`config.mk`:
```
export PLATFORM = sky130hd
export DESIGN_NAME = interval_stack_slot_allocator
export DESIGN_NICKNAME = d
export VERILOG_FILES = /design/src/sv/issa_pkg.sv /design/src/sv/issa_slot_mem.sv /design/src/sv/issa_seq.sv /design/src/sv/interval_stack_slot_allocator.sv
export SDC_FILE = /design/constraint.sdc
export NUM_CORES = 2
export LEC_CHECK = 0
export BUFFER_PORTS_ARGS = -buffer_cell sky130_fd_sc_hd__buf_2
export CORE_MARGIN = 1.5
export CORE_UTILIZATION = 55
export CTS_BUF_LIST = sky130_fd_sc_hd__clkbuf_8
export DETAILED_ROUTE_END_ITERATION = 7
export HOLD_SLACK_MARGIN = 0.05
export PLACE_DENSITY = 0.71
export SLEW_MARGIN = 20
export SYNTH_ARGS = -nofsm -noshare
export SYNTH_HDL_FRONTEND = slang
export SYNTH_SLANG_ARGS = --single-unit
```
`constraint.sdc`:
```
create_clock -name clk -period 5.6 [get_ports clk]
set_input_delay 0.56 -clock clk [delete_from_list [all_inputs] [get_ports clk]]
set_output_delay 0.56 -clock clk [all_outputs]
set_load 0.05 [all_outputs]
```
`src/sv/issa_pkg.sv`:
```
// Shared types and constants for the interval stack slot allocator.
// No dependencies; imported by every module of the block.
`timescale 1ns / 1ps

package issa_pkg;

  localparam int unsigned DEF_MAX_SLOTS = 32;

  localparam int unsigned START_W  = 16;
  localparam int unsigned END_W    = 17;
  localparam int unsigned SIZE_W   = 8;
  localparam int unsigned FRAME_W  = 20;
  localparam int unsigned IDX_OUT_W = 5;

  localparam logic [FRAME_W-1:0] FRAME_MAX = {FRAME_W{1'b1}};

  typedef logic [FRAME_W-1:0]        frame_t;
  typedef logic signed [END_W-1:0]   point_t;
  typedef logic [START_W-1:0]        start_t;
  typedef logic [SIZE_W-1:0]         size_t;
  typedef logic [IDX_OUT_W-1:0]      idx_out_t;

  // Write controls and data from the sequencer to the slot store
  typedef struct packed {
    logic   free_en;
    logic   base_en;
    point_t free_at;
    frame_t base;
  } slot_wr_t;

endpackage

```
`src/sv/issa_slot_mem.sv`:
```
// Slot store: free-at point and frame offset of each slot.
// One write port, one registered read port. Depends on issa_pkg.
`timescale 1ns / 1ps

module issa_slot_mem #(
  parameter int unsigned MAX_SLOTS = issa_pkg::DEF_MAX_SLOTS,
  parameter int unsigned SLOT_W    = $clog2(MAX_SLOTS)
) (
  input  logic                  clk,
  input  issa_pkg::slot_wr_t    wr,
  input  logic [SLOT_W-1:0]     waddr,
  input  logic                  re,
  input  logic [SLOT_W-1:0]     raddr,
  output issa_pkg::point_t      rd_free_at,
  output issa_pkg::frame_t      rd_base
);
  import issa_pkg::*;

  point_t free_mem [MAX_SLOTS];
  frame_t base_mem [MAX_SLOTS];

  // Write both arrays at one address
  always_ff @(posedge clk) begin
    if (wr.free_en) begin
      free_mem[waddr] <= wr.free_at;
    end
    if (wr.base_en) begin
      base_mem[waddr] <= wr.base;
    end
  end

  // Registered read
  always_ff @(posedge clk) begin
    if (re) begin
      rd_free_at <= free_mem[raddr];
      rd_base    <= base_mem[raddr];
    end
  end

endmodule

```
`src/sv/issa_seq.sv`:
```
// Scan sequencer: one slot compared per cycle, then allocate and report.
// Depends on issa_pkg; drives issa_slot_mem.
`timescale 1ns / 1ps

module issa_seq #(
  parameter int unsigned MAX_SLOTS = issa_pkg::DEF_MAX_SLOTS,
  parameter int unsigned SLOT_W    = $clog2(MAX_SLOTS),
  parameter int unsigned CNT_W     = $clog2(MAX_SLOTS + 1)
) (
  input  logic                  clk,
  input  logic                  rst_n,
  input  logic                  start,
  output logic                  busy,
  input  issa_pkg::start_t      start_point,
  input  issa_pkg::point_t      end_point,
  input  issa_pkg::size_t       value_size,
  input  logic                  first_item,
  input  logic                  last_item,
  input  issa_pkg::frame_t      base_frame,
  // slot store
  output issa_pkg::slot_wr_t    wr,
  output logic [SLOT_W-1:0]     waddr,
  output logic                  re,
  output logic [SLOT_W-1:0]     raddr,
  input  issa_pkg::point_t      rd_free_at,
  input  issa_pkg::frame_t      rd_base,
  // result
  output logic                  res_valid,
  output issa_pkg::idx_out_t    res_slot_index,
  output issa_pkg::frame_t      res_slot_offset,
  output logic                  res_opened_new,
  output issa_pkg::frame_t      res_frame_total,
  output logic                  res_overflow,
  output logic                  res_last
);
  import issa_pkg::*;

  typedef enum logic [1:0] {ST_IDLE, ST_SCAN, ST_ALLOC} state_t;

  localparam logic [CNT_W-1:0] FULL_CNT = CNT_W'(MAX_SLOTS);

  state_t            state_r, state_nxt;
  logic [CNT_W-1:0]  count_r, count_nxt;
  frame_t            frame_r, frame_nxt;
  logic [CNT_W-1:0]  scan_j_r, scan_j_nxt;
  logic              pend_r, pend_nxt;
  logic [SLOT_W-1:0] pend_idx_r, pend_idx_nxt;
  start_t            start_r, start_nxt;
  point_t            end_r, end_nxt;
  size_t             size_r, size_nxt;
  logic              last_r, last_nxt;

  logic              valid_r, valid_nxt;
  idx_out_t          idx_r, idx_nxt;
  frame_t            off_r, off_nxt;
  logic              opened_r, opened_nxt;
  frame_t            fsize_r, fsize_nxt;
  logic              over_r, over_nxt;
  logic              rlast_r, rlast_nxt;

  logic              match;
  logic [FRAME_W:0]  grown;

  // Single compare unit: slot free at or before the start point
  assign match = pend_r && (rd_free_at <= $signed({1'b0, start_r}));
  assign grown = {1'b0, frame_r} + {{(FRAME_W+1-SIZE_W){1'b0}}, size_r};

  always_comb begin
    state_nxt    = state_r;
    count_nxt    = count_r;
    frame_nxt    = frame_r;
    scan_j_nxt   = scan_j_r;
    pend_nxt     = pend_r;
    pend_idx_nxt = pend_idx_r;
    start_nxt    = start_r;
    end_nxt      = end_r;
    size_nxt     = size_r;
    last_nxt     = last_r;
    valid_nxt    = 1'b0;
    idx_nxt      = idx_r;
    off_nxt      = off_r;
    opened_nxt   = opened_r;
    fsize_nxt    = fsize_r;
    over_nxt     = over_r;
    rlast_nxt    = rlast_r;
    wr           = '{free_en: 1'b0, base_en: 1'b0, free_at: end_r, base: frame_r};
    waddr        = pend_idx_r;
    re           = 1'b0;
    raddr        = scan_j_r[SLOT_W-1:0];

    unique case (state_r)
      ST_IDLE: begin
        if (start) begin
          start_nxt  = start_point;
          end_nxt    = end_point;
          size_nxt   = value_size;
          last_nxt   = last_item;
          scan_j_nxt = '0;
          pend_nxt   = 1'b0;
          if (first_item) begin
            count_nxt = '0;
            frame_nxt = base_frame;
          end
          state_nxt = ST_SCAN;
        end
      end
      ST_SCAN: begin
        if (match) begin
          // Reuse the pending slot
          wr.free_en = 1'b1;
          valid_nxt  = 1'b1;
          idx_nxt    = IDX_OUT_W'(pend_idx_r);
          off_nxt    = rd_base;
          opened_nxt = 1'b0;
          fsize_nxt  = frame_r;
          over_nxt   = 1'b0;
          rlast_nxt  = last_r;
          pend_nxt   = 1'b0;
          state_nxt  = ST_IDLE;
        end else if (scan_j_r < count_r) begin
          // Issue the next slot read
          re           = 1'b1;
          pend_nxt     = 1'b1;
          pend_idx_nxt = scan_j_r[SLOT_W-1:0];
          scan_j_nxt   = scan_j_r + 1'b1;
        end else begin
          // Drain the last compare, then allocate
          pend_nxt = 1'b0;
          if (!pend_r) begin
            state_nxt = ST_ALLOC;
          end
        end
      end
      ST_ALLOC: begin
        valid_nxt = 1'b1;
        rlast_nxt = last_r;
        if (count_r == FULL_CNT) begin
          idx_nxt    = '0;
          off_nxt    = '0;
          opened_nxt = 1'b0;
          over_nxt   = 1'b1;
          fsize_nxt  = frame_r;
        end else begin
          // Open a new slot at the current frame size
          wr.free_en = 1'b1;
          wr.base_en = 1'b1;
          waddr      = count_r[SLOT_W-1:0];
          idx_nxt    = IDX_OUT_W'(count_r);
          off_nxt    = frame_r;
          opened_nxt = 1'b1;
          over_nxt   = 1'b0;
          frame_nxt  = grown[FRAME_W] ? FRAME_MAX : grown[FRAME_W-1:0];
          fsize_nxt  = frame_nxt;
          count_nxt  = count_r + 1'b1;
        end
        state_nxt = ST_IDLE;
      end
      default: state_nxt = ST_IDLE;
    endcase
  end

  // Hold state and registered outputs
  always_ff @(posedge clk) begin
    if (!rst_n) begin
      state_r <= ST_IDLE;
      count_r <= '0;
      frame_r <= '0;
      pend_r  <= 1'b0;
      valid_r <= 1'b0;
    end else begin
      state_r <= state_nxt;
      count_r <= count_nxt;
      frame_r <= frame_nxt;
      pend_r  <= pend_nxt;
      valid_r <= valid_nxt;
    end
    scan_j_r   <= scan_j_nxt;
    pend_idx_r <= pend_idx_nxt;
    start_r    <= start_nxt;
    end_r      <= end_nxt;
    size_r     <= size_nxt;
    last_r     <= last_nxt;
    idx_r      <= idx_nxt;
    off_r      <= off_nxt;
    opened_r   <= opened_nxt;
    fsize_r    <= fsize_nxt;
    over_r     <= over_nxt;
    rlast_r    <= rlast_nxt;
  end

  assign busy            = (state_r != ST_IDLE);
  assign res_valid       = valid_r;
  assign res_slot_index  = idx_r;
  assign res_slot_offset = off_r;
  assign res_opened_new  = opened_r;
  assign res_frame_total = fsize_r;
  assign res_overflow    = over_r;
  assign res_last        = rlast_r;

endmodule

```
`src/sv/interval_stack_slot_allocator.sv`:
```
// Interval stack slot allocator, first-fit linear scan over the slots in use.
// A reused slot is reported as soon as its compare matches; otherwise every slot in use is scanned
// and a new slot is opened, or overflow is reported when the table is full.
// A new beat is taken only while idle, at the edge that ends the strobe of the previous result.
// Reset (rst_n low, synchronous): empty table, frame size 0, base register 0.
// Results are strobed for one cycle and cannot be stalled.
`timescale 1ns / 1ps

module interval_stack_slot_allocator #(
  parameter int unsigned MAX_SLOTS = issa_pkg::DEF_MAX_SLOTS
) (
  input  logic                  clk,
  input  logic                  rst_n,
  input  logic                  start,
  output logic                  busy,
  input  issa_pkg::start_t      in_start_point,
  input  issa_pkg::point_t      in_end_point,
  input  issa_pkg::size_t       in_value_size,
  input  logic                  in_first_item,
  input  logic                  in_last_item,
  output logic                  out_valid,
  output issa_pkg::idx_out_t    out_slot_index,
  output issa_pkg::frame_t      out_slot_offset,
  output logic                  out_opened_new,
  output issa_pkg::frame_t      out_frame_total,
  output logic                  out_overflow,
  output logic                  out_last_result,
  input  logic                  cfg_valid,
  output logic                  cfg_ready,
  input  issa_pkg::frame_t      cfg_data
);
  import issa_pkg::*;

  localparam int unsigned SLOT_W = $clog2(MAX_SLOTS);

  frame_t            base_r;
  slot_wr_t          wr;
  logic [SLOT_W-1:0] waddr;
  logic              re;
  logic [SLOT_W-1:0] raddr;
  point_t            rd_free_at;
  frame_t            rd_base;

  // Base frame size register, written while idle
  assign cfg_ready = !busy;

  always_ff @(posedge clk) begin
    if (!rst_n) begin
      base_r <= '0;
    end else if (cfg_valid && cfg_ready) begin
      base_r <= cfg_data;
    end
  end

  issa_seq #(
    .MAX_SLOTS (MAX_SLOTS)
  ) u_seq (
    .clk             (clk),
    .rst_n           (rst_n),
    .start           (start),
    .busy            (busy),
    .start_point     (in_start_point),
    .end_point       (in_end_point),
    .value_size      (in_value_size),
    .first_item      (in_first_item),
    .last_item       (in_last_item),
    .base_frame      (base_r),
    .wr              (wr),
    .waddr           (waddr),
    .re              (re),
    .raddr           (raddr),
    .rd_free_at      (rd_free_at),
    .rd_base         (rd_base),
    .res_valid       (out_valid),
    .res_slot_index  (out_slot_index),
    .res_slot_offset (out_slot_offset),
    .res_opened_new  (out_opened_new),
    .res_frame_total (out_frame_total),
    .res_overflow    (out_overflow),
    .res_last        (out_last_result)
  );

  issa_slot_mem #(
    .MAX_SLOTS (MAX_SLOTS)
  ) u_mem (
    .clk        (clk),
    .wr         (wr),
    .waddr      (waddr),
    .re         (re),
    .raddr      (raddr),
    .rd_free_at (rd_free_at),
    .rd_base    (rd_base)
  );

endmodule

```
======== After elaboration in Yosys (flattened, before gate mapping) ========
Memory sizes are Yosys's and may differ from the RTL's. A register that Yosys moved wholly into a read port is not among the register bits.
Cells that the tools add are included.
operators by class
  $add $sub $neg .......................... 3
  $lt $le $gt $ge ......................... 2
  eq/ne operators ......................... 11
  muxes and demuxes ....................... 49
  bitwise gates (word level) .............. 1
  reduce and logical (&&, ||, !) cells .... 16
operators by type and width
  kind                   count
  $mux W20               7
  $pmux W20 S2           3
  $mux W6                6
  $pmux W6 S2            2
  $add A20 B8 Y21        1
  $mux W5                4
  $le A17 B17 Y1         1
  $mux W1                14
  $add A6 B1 Y6 const B  2
  $pmux W1 S2            6
  $mux W2                5
  $pmux W5 S2            1
  $reduce_and A3 Y1      3
  $ne A2 B2 Y1 const B   4
  $reduce_and A4 Y1      2
  $reduce_bool A2 Y1     4
  $eq A6 B6 Y1 const B   1
  $lt A6 B6 Y1           1
  $reduce_and A2 Y1      3
  $ne A2 B1 Y1 const B   2
  $pmux W2 S2            1
  $ne A3 B2 Y1 const B   1
  $ne A3 B3 Y1 const B   1
  $eq A2 B1 Y1 const B   1
  other kinds (5)        6
word-level totals
  register bits after elaboration ......... 151
  memory bits (writable) .................. 1,184
  bits of input ports ..................... 67
  output and inout bits ................... 51
  word-level logic and storage cells ...... 102
  memories kept ........................... 2
memories
  name            words  width  read ports  clocked after Yosys merged registers in  wr ports  line                 source
  u_mem.base_mem  32     20     1           1                                        1         issa_slot_mem.sv:20  frame_t base_mem [MAX_SLOTS];
  u_mem.free_mem  32     17     1           1                                        1         issa_slot_mem.sv:19  point_t free_mem [MAX_SLOTS];

======== Depth between registers and ports, before layout ========
  depth in word-level cells ............... 6
  depth in mapped cells ................... 12

======== Hierarchy ========
A second synthesis with hierarchy kept.
second synthesis, totals
  cell total of the unflattened synthesis .. 3,321
  area, all modules ....................... 54,669.9 µm²
by module, submodules not included
  module                         instances  cells each  area each (µm²)
  issa_slot_mem                  1          2,650       47,395.5
  issa_seq                       1          583         6,443.7
  interval_stack_slot_allocator  1          88          830.8

======== Least setup slack after synthesis ========
Ideal clock, no wire load.
  path type ............................... reg2reg
  start ................................... reg u_mem.rd_free_at[12], read port of u_mem.free_mem
  end ..................................... reg u_mem.rd_base[0], read port of u_mem.base_mem (enable)
  setup time .............................. 0.505 ns
  arrival time ............................ 4.600 ns
  required time ........................... 5.095 ns
  path slack .............................. 0.495 ns
  cell stages (with the launch flop) ...... 7
  period minus slack after synthesis ...... 5.105 ns
  cell sequence ........................... edfxtp_1 > ha_1 > nand4_1 > or3_1 > a31oi_1 > nor3_1 > a211oi_1
between the ends
  cells in the longest elaborated chain, start to end .. 4
ends and longest elaborated chain
  element              line                                 source
  start: declaration   issa_slot_mem.sv:14                  output issa_pkg::point_t rd_free_at,
  $le A17 B17 Y1       issa_seq.sv:65                       assign match = pend_r && (rd_free_at <= $signed({1'b0, start_r}));
  $logic_and A1 B1 Y1  issa_seq.sv:65
  $mux W1              issa_seq.sv:108                      if (match) begin
  $mux W1              issa_seq.sv:91                       unique case (state_r)
  via re               interval_stack_slot_allocator.sv:39  logic re;
  end: declaration     issa_slot_mem.sv:15                  output issa_pkg::frame_t rd_base
The timed path passes the listed nets, and every way through them passes these cells.
A chain may end at the register's enable or synchronous reset.

======== Worst setup path in the final report ========
  start ................................... reg u_seq.count_r[0]
  end ..................................... mem u_mem.free_mem[19][1] in the netlist's numbering (enable)
between the ends
  cells in the longest elaborated chain, start to end .. 5
  elaborated cells between the ends (all ways) .. 7
  those cells by class .................... eq/ne: 1; mux: 6
ends and longest elaborated chain
  element                        line                 source
  start: declaration             issa_seq.sv:43       logic [CNT_W-1:0] count_r, count_nxt;
  start signal: assignment       issa_seq.sv:172      count_r <= count_nxt;
  $eq A6 B6 Y1                   issa_seq.sv:137      if (count_r == FULL_CNT) begin
  $mux W2                        issa_seq.sv:137
  $pmux W1 S2                    issa_seq.sv:91
  $mux W1                        issa_slot_mem.sv:24  if (wr.free_en) begin
  $mux W1 (implied by the code)  issa_slot_mem.sv:25  free_mem[waddr] <= wr.free_at;
  end: declaration               issa_slot_mem.sv:19
Several ways; a longest one is shown, not always the timed one.

==> results.yml <==
critical_path:
  critPathKind: "register to register"
  critPathCaptureType: "register"
  cp_slowest_cell: "inv_2"
  worst-endpoint-arrival_ns: 4.59
  rrSetupSlack_ns: 1.55
  critical-path-top-delay-family: "buffers and inverters"
  cpPeakStageDelay_ns: 0.50
  path_buf_inv: 5
  cp_max_fo: 28
  cp.required_ns: 6.15
  critPathLaunchType: "register"
  path_cells: "inv_1, ha_1, nor4b_2, nand2_1, buf_4, nand2_1, inv_2, o21ai_1, o21bai_4, buf_16, nor3_2, buf_4"
  reg2reg_depth: 12
  crit_cells: 12
run_status:
  status: "finished, final reports clean"
cts:
  htreeDepth: 4
  cts_resized: 0
  clkSlewWorstSetupHoldPaths_ns: 0.07
  cts_max_path_buffers: 3
  numCtsBuffers: 202
  cts.sinks: 1372
  tritoncts: "built"
  hold_buffers: 63
  cts_root_buf: "clkbuf_8"
  cts_setup_buffers: 0
  clock_latency_ns: 0.87
timing:
  final_hold_viol_count: 0
  finalWorstSetupSlack_ns: 1.552
  max_freq_mhz: 247.0
  drv_slew: 0
  period_share_pct: 72.29
  fin_skew_ns: 0.04562
  worstMarginPinSlew_ns: 1.134
  layout_min_cycle_time_ns: 4.048
  setup_viol: 0
  rsz0062_at_grt: "no"
  relSlewSlack_pct: 24.33
  setup_tns_ns: 0
drt:
  num_vias: 26950
  drtIter0Drc: 3496
  drtPass1Iterations: 7
  drtAntennaViolNets: 0
  viasPerCell: 6.282
  wl_um: 124500
  drc: 0
  wl_per_cell_um: 29.01
synth:
  yosysTopAreaCellShare_pct: 74.18
  yosysTopAreaCell: "edfxtp_1"
  synth_warnings: 0
  synth_edf_count: 1322
  syn-cell-area_mm2: 0.05351
  syn_avg_cell_area_um2: 21.58
  synthFlopType: "edfxtp_1"
  ys_ff_latch: 1372
  syn-num-nets: 2583
  synthArstFlopShare_pct: 0
  synth_cell_types: 64
  syn_inst: 2480
  yosys-top-cells-area: "edfxtp_1 (74%), mux4_2 (16%), dfxtp_1 (1.9%)"
  synth.yosys.seq_area_share_pct: 76.06
placement:
  placement.io_buffers: 117
  gp_congestion: 0.8886
  dpl.hpwl_um: 75890
  post-place-ws_ns: 1.657
floorplan:
  io_pins: 118
  rows: 114
  fp.dieArea_mm2: 0.09917
  chipWidth_um: 314.9
  start_util_pct: 55.42
  dieHeight_um: 314.9
  core_mm2: 0.09657
finish:
  syn_to_final_growth_pct: 13.41
  num-nets-final: 2957
  nFillCells: 6450
  multi_input_area_mm2: 0.01237
  regArea_mm2: 0.04071
  drive_above_1_share_pct: 32.60
worst_hold_path:
  hold_class: "input pin to register"
  holdPathStages: 3
job:
  maxCapViolCount: 0
global_routing:
  grtUsageTotal_pct: 25.51
  antenna_found_initial: 3
  grt_first_pass_wirelength_um: 180800
  first_global_vias: 26770
  grt_overflow: 0
  grt_max_degree: 140
power:
  p_leak_uw: 0.01969
  pwr_density_cell_mw_per_mm2: 400.5
  ir_drop_mv: 0.3365
==> layout by cell type (no fill, tap or decap), types with 62 or more instances in the layout <==
cell,netlist,routed
inv_1,36,111
mux4_2,370,370
a21oi_1,62,62
nand2_1,92,92
clkbuf_8,0,204
edfxtp_1,1322,1322
buf_4,7,111
buf_2,26,117
dlygate4sd3_1,0,63
==> metrics by stage <==
step / cell area [um^2] / util, % / hold WS (ns) / std cells / power (uW)
finish: 60690 / 62.85 / 0.1555 / 4291 / 24310
global route: 60690 / 62.85 / 0.1404 / 4290 / 25080
CTS: 60650 / 62.81 / 0.06639 / 4287 / 24430
detailed placement: 56370 / 58.37 / 0.4182 / 3862 / 17140
global placement: 56350 / 58.35 / 0.4035 / 3861 / 17040
floorplan: 53510 / - / 0.4003 / 2480 / 15370
==> worst paths after layout <==
path	start	to
worst max-delay path	u_seq.count_r[0]	u_mem.free_mem[19][1]
worst max register to register	u_seq.count_r[0]	u_mem.free_mem[19][1]
worst min-delay path	rst_n	u_seq.frame_r[4]
worst min register to register	u_seq.last_r	u_seq.res_last
==> tightest hold or removal path: stages <==
cell and delay, ns:
buf_2 0.25, o21ai_0 0.13, a21oi_1 0.05
==> layout make-up <==
class | instances | share of cell area, %
inverter | 37 | 0.2288
sequential | 1372 | 67.08
clock inverter | 158 | 1.392
clock buffer | 204 | 4.626
multi-input combinational | 942 | 20.39
timing repair buffer | 299 | 3.645
antenna | 3 | 0.01237
tap | 1276 | 2.631
==> cells in the mapped netlist (7+ instances only) <==
cell,n
and2_1,8
xnor2_1,8
a31oi_1,15
a21oi_1,62
o21ai_0,29
nand4_1,7
buf_2,26
nor3_1,14
inv_1,36
nand3_1,21
dfxtp_1,50
buf_1,12
mux4_2,370
a211oi_1,15
edfxtp_1,1322
a21o_1,11
mux2_2,41
ha_1,35
nor2_1,70
buf_4,7
nand2_1,92
and3_1,8
clkbuf_1,77
buf_6,7
o2bb2ai_1,20
nor3b_1,24
==> registers in the layout, summed over array words and instances (netlist names), 2 cells and up <==
| name | flops |
|---|---|
| u_mem.base_mem | 640 |
| u_mem.free_mem | 544 |
| base_r | 20 |
| u_mem.rd_base | 20 |
| u_seq.frame_r | 20 |
| u_seq.res_frame_total | 20 |
| u_seq.res_slot_offset | 20 |
| u_mem.rd_free_at | 17 |
| u_seq.end_r | 17 |
| u_seq.start_r | 16 |
| u_seq.size_r | 8 |
| u_seq.count_r | 6 |
| u_seq.scan_j_r | 6 |
| u_seq.pend_idx_r | 5 |
| u_seq.res_slot_index | 5 |
| u_seq.state_r | 2 |
==> logic make-up after synthesis <==
logic type,Yosys count,share of synthesized area [%]
muxes,415,16.51
xor gates and xnor gates,13,0.2128
AOI/OAI and AO/OA,203,2.504
DFF,1372,76.06
adders and majority gates,36,0.8558
buffers and inverters,166,1.372
and+or+nand+nor,275,2.490
==> power by group <==
group | switching [uW] | internal (uW) | total (uW)
Sequential | 293 | 11900 | 12200
Clock | 3780 | 3570 | 7350
Combinational | 2810 | 1990 | 4800
Total | 6890 | 17400 | 24300
==> routing by layer <==
metal	track usage, %	vias to the layer above	part of all wire [%]
met5	0	-	0.010
met4	8.807	2	3.0
met3	4.684	192	8.5
met2	39.98	1436	49
met1	36.65	14160	40
li1	-	11170	-
Power figures use the tool's default switching activity.
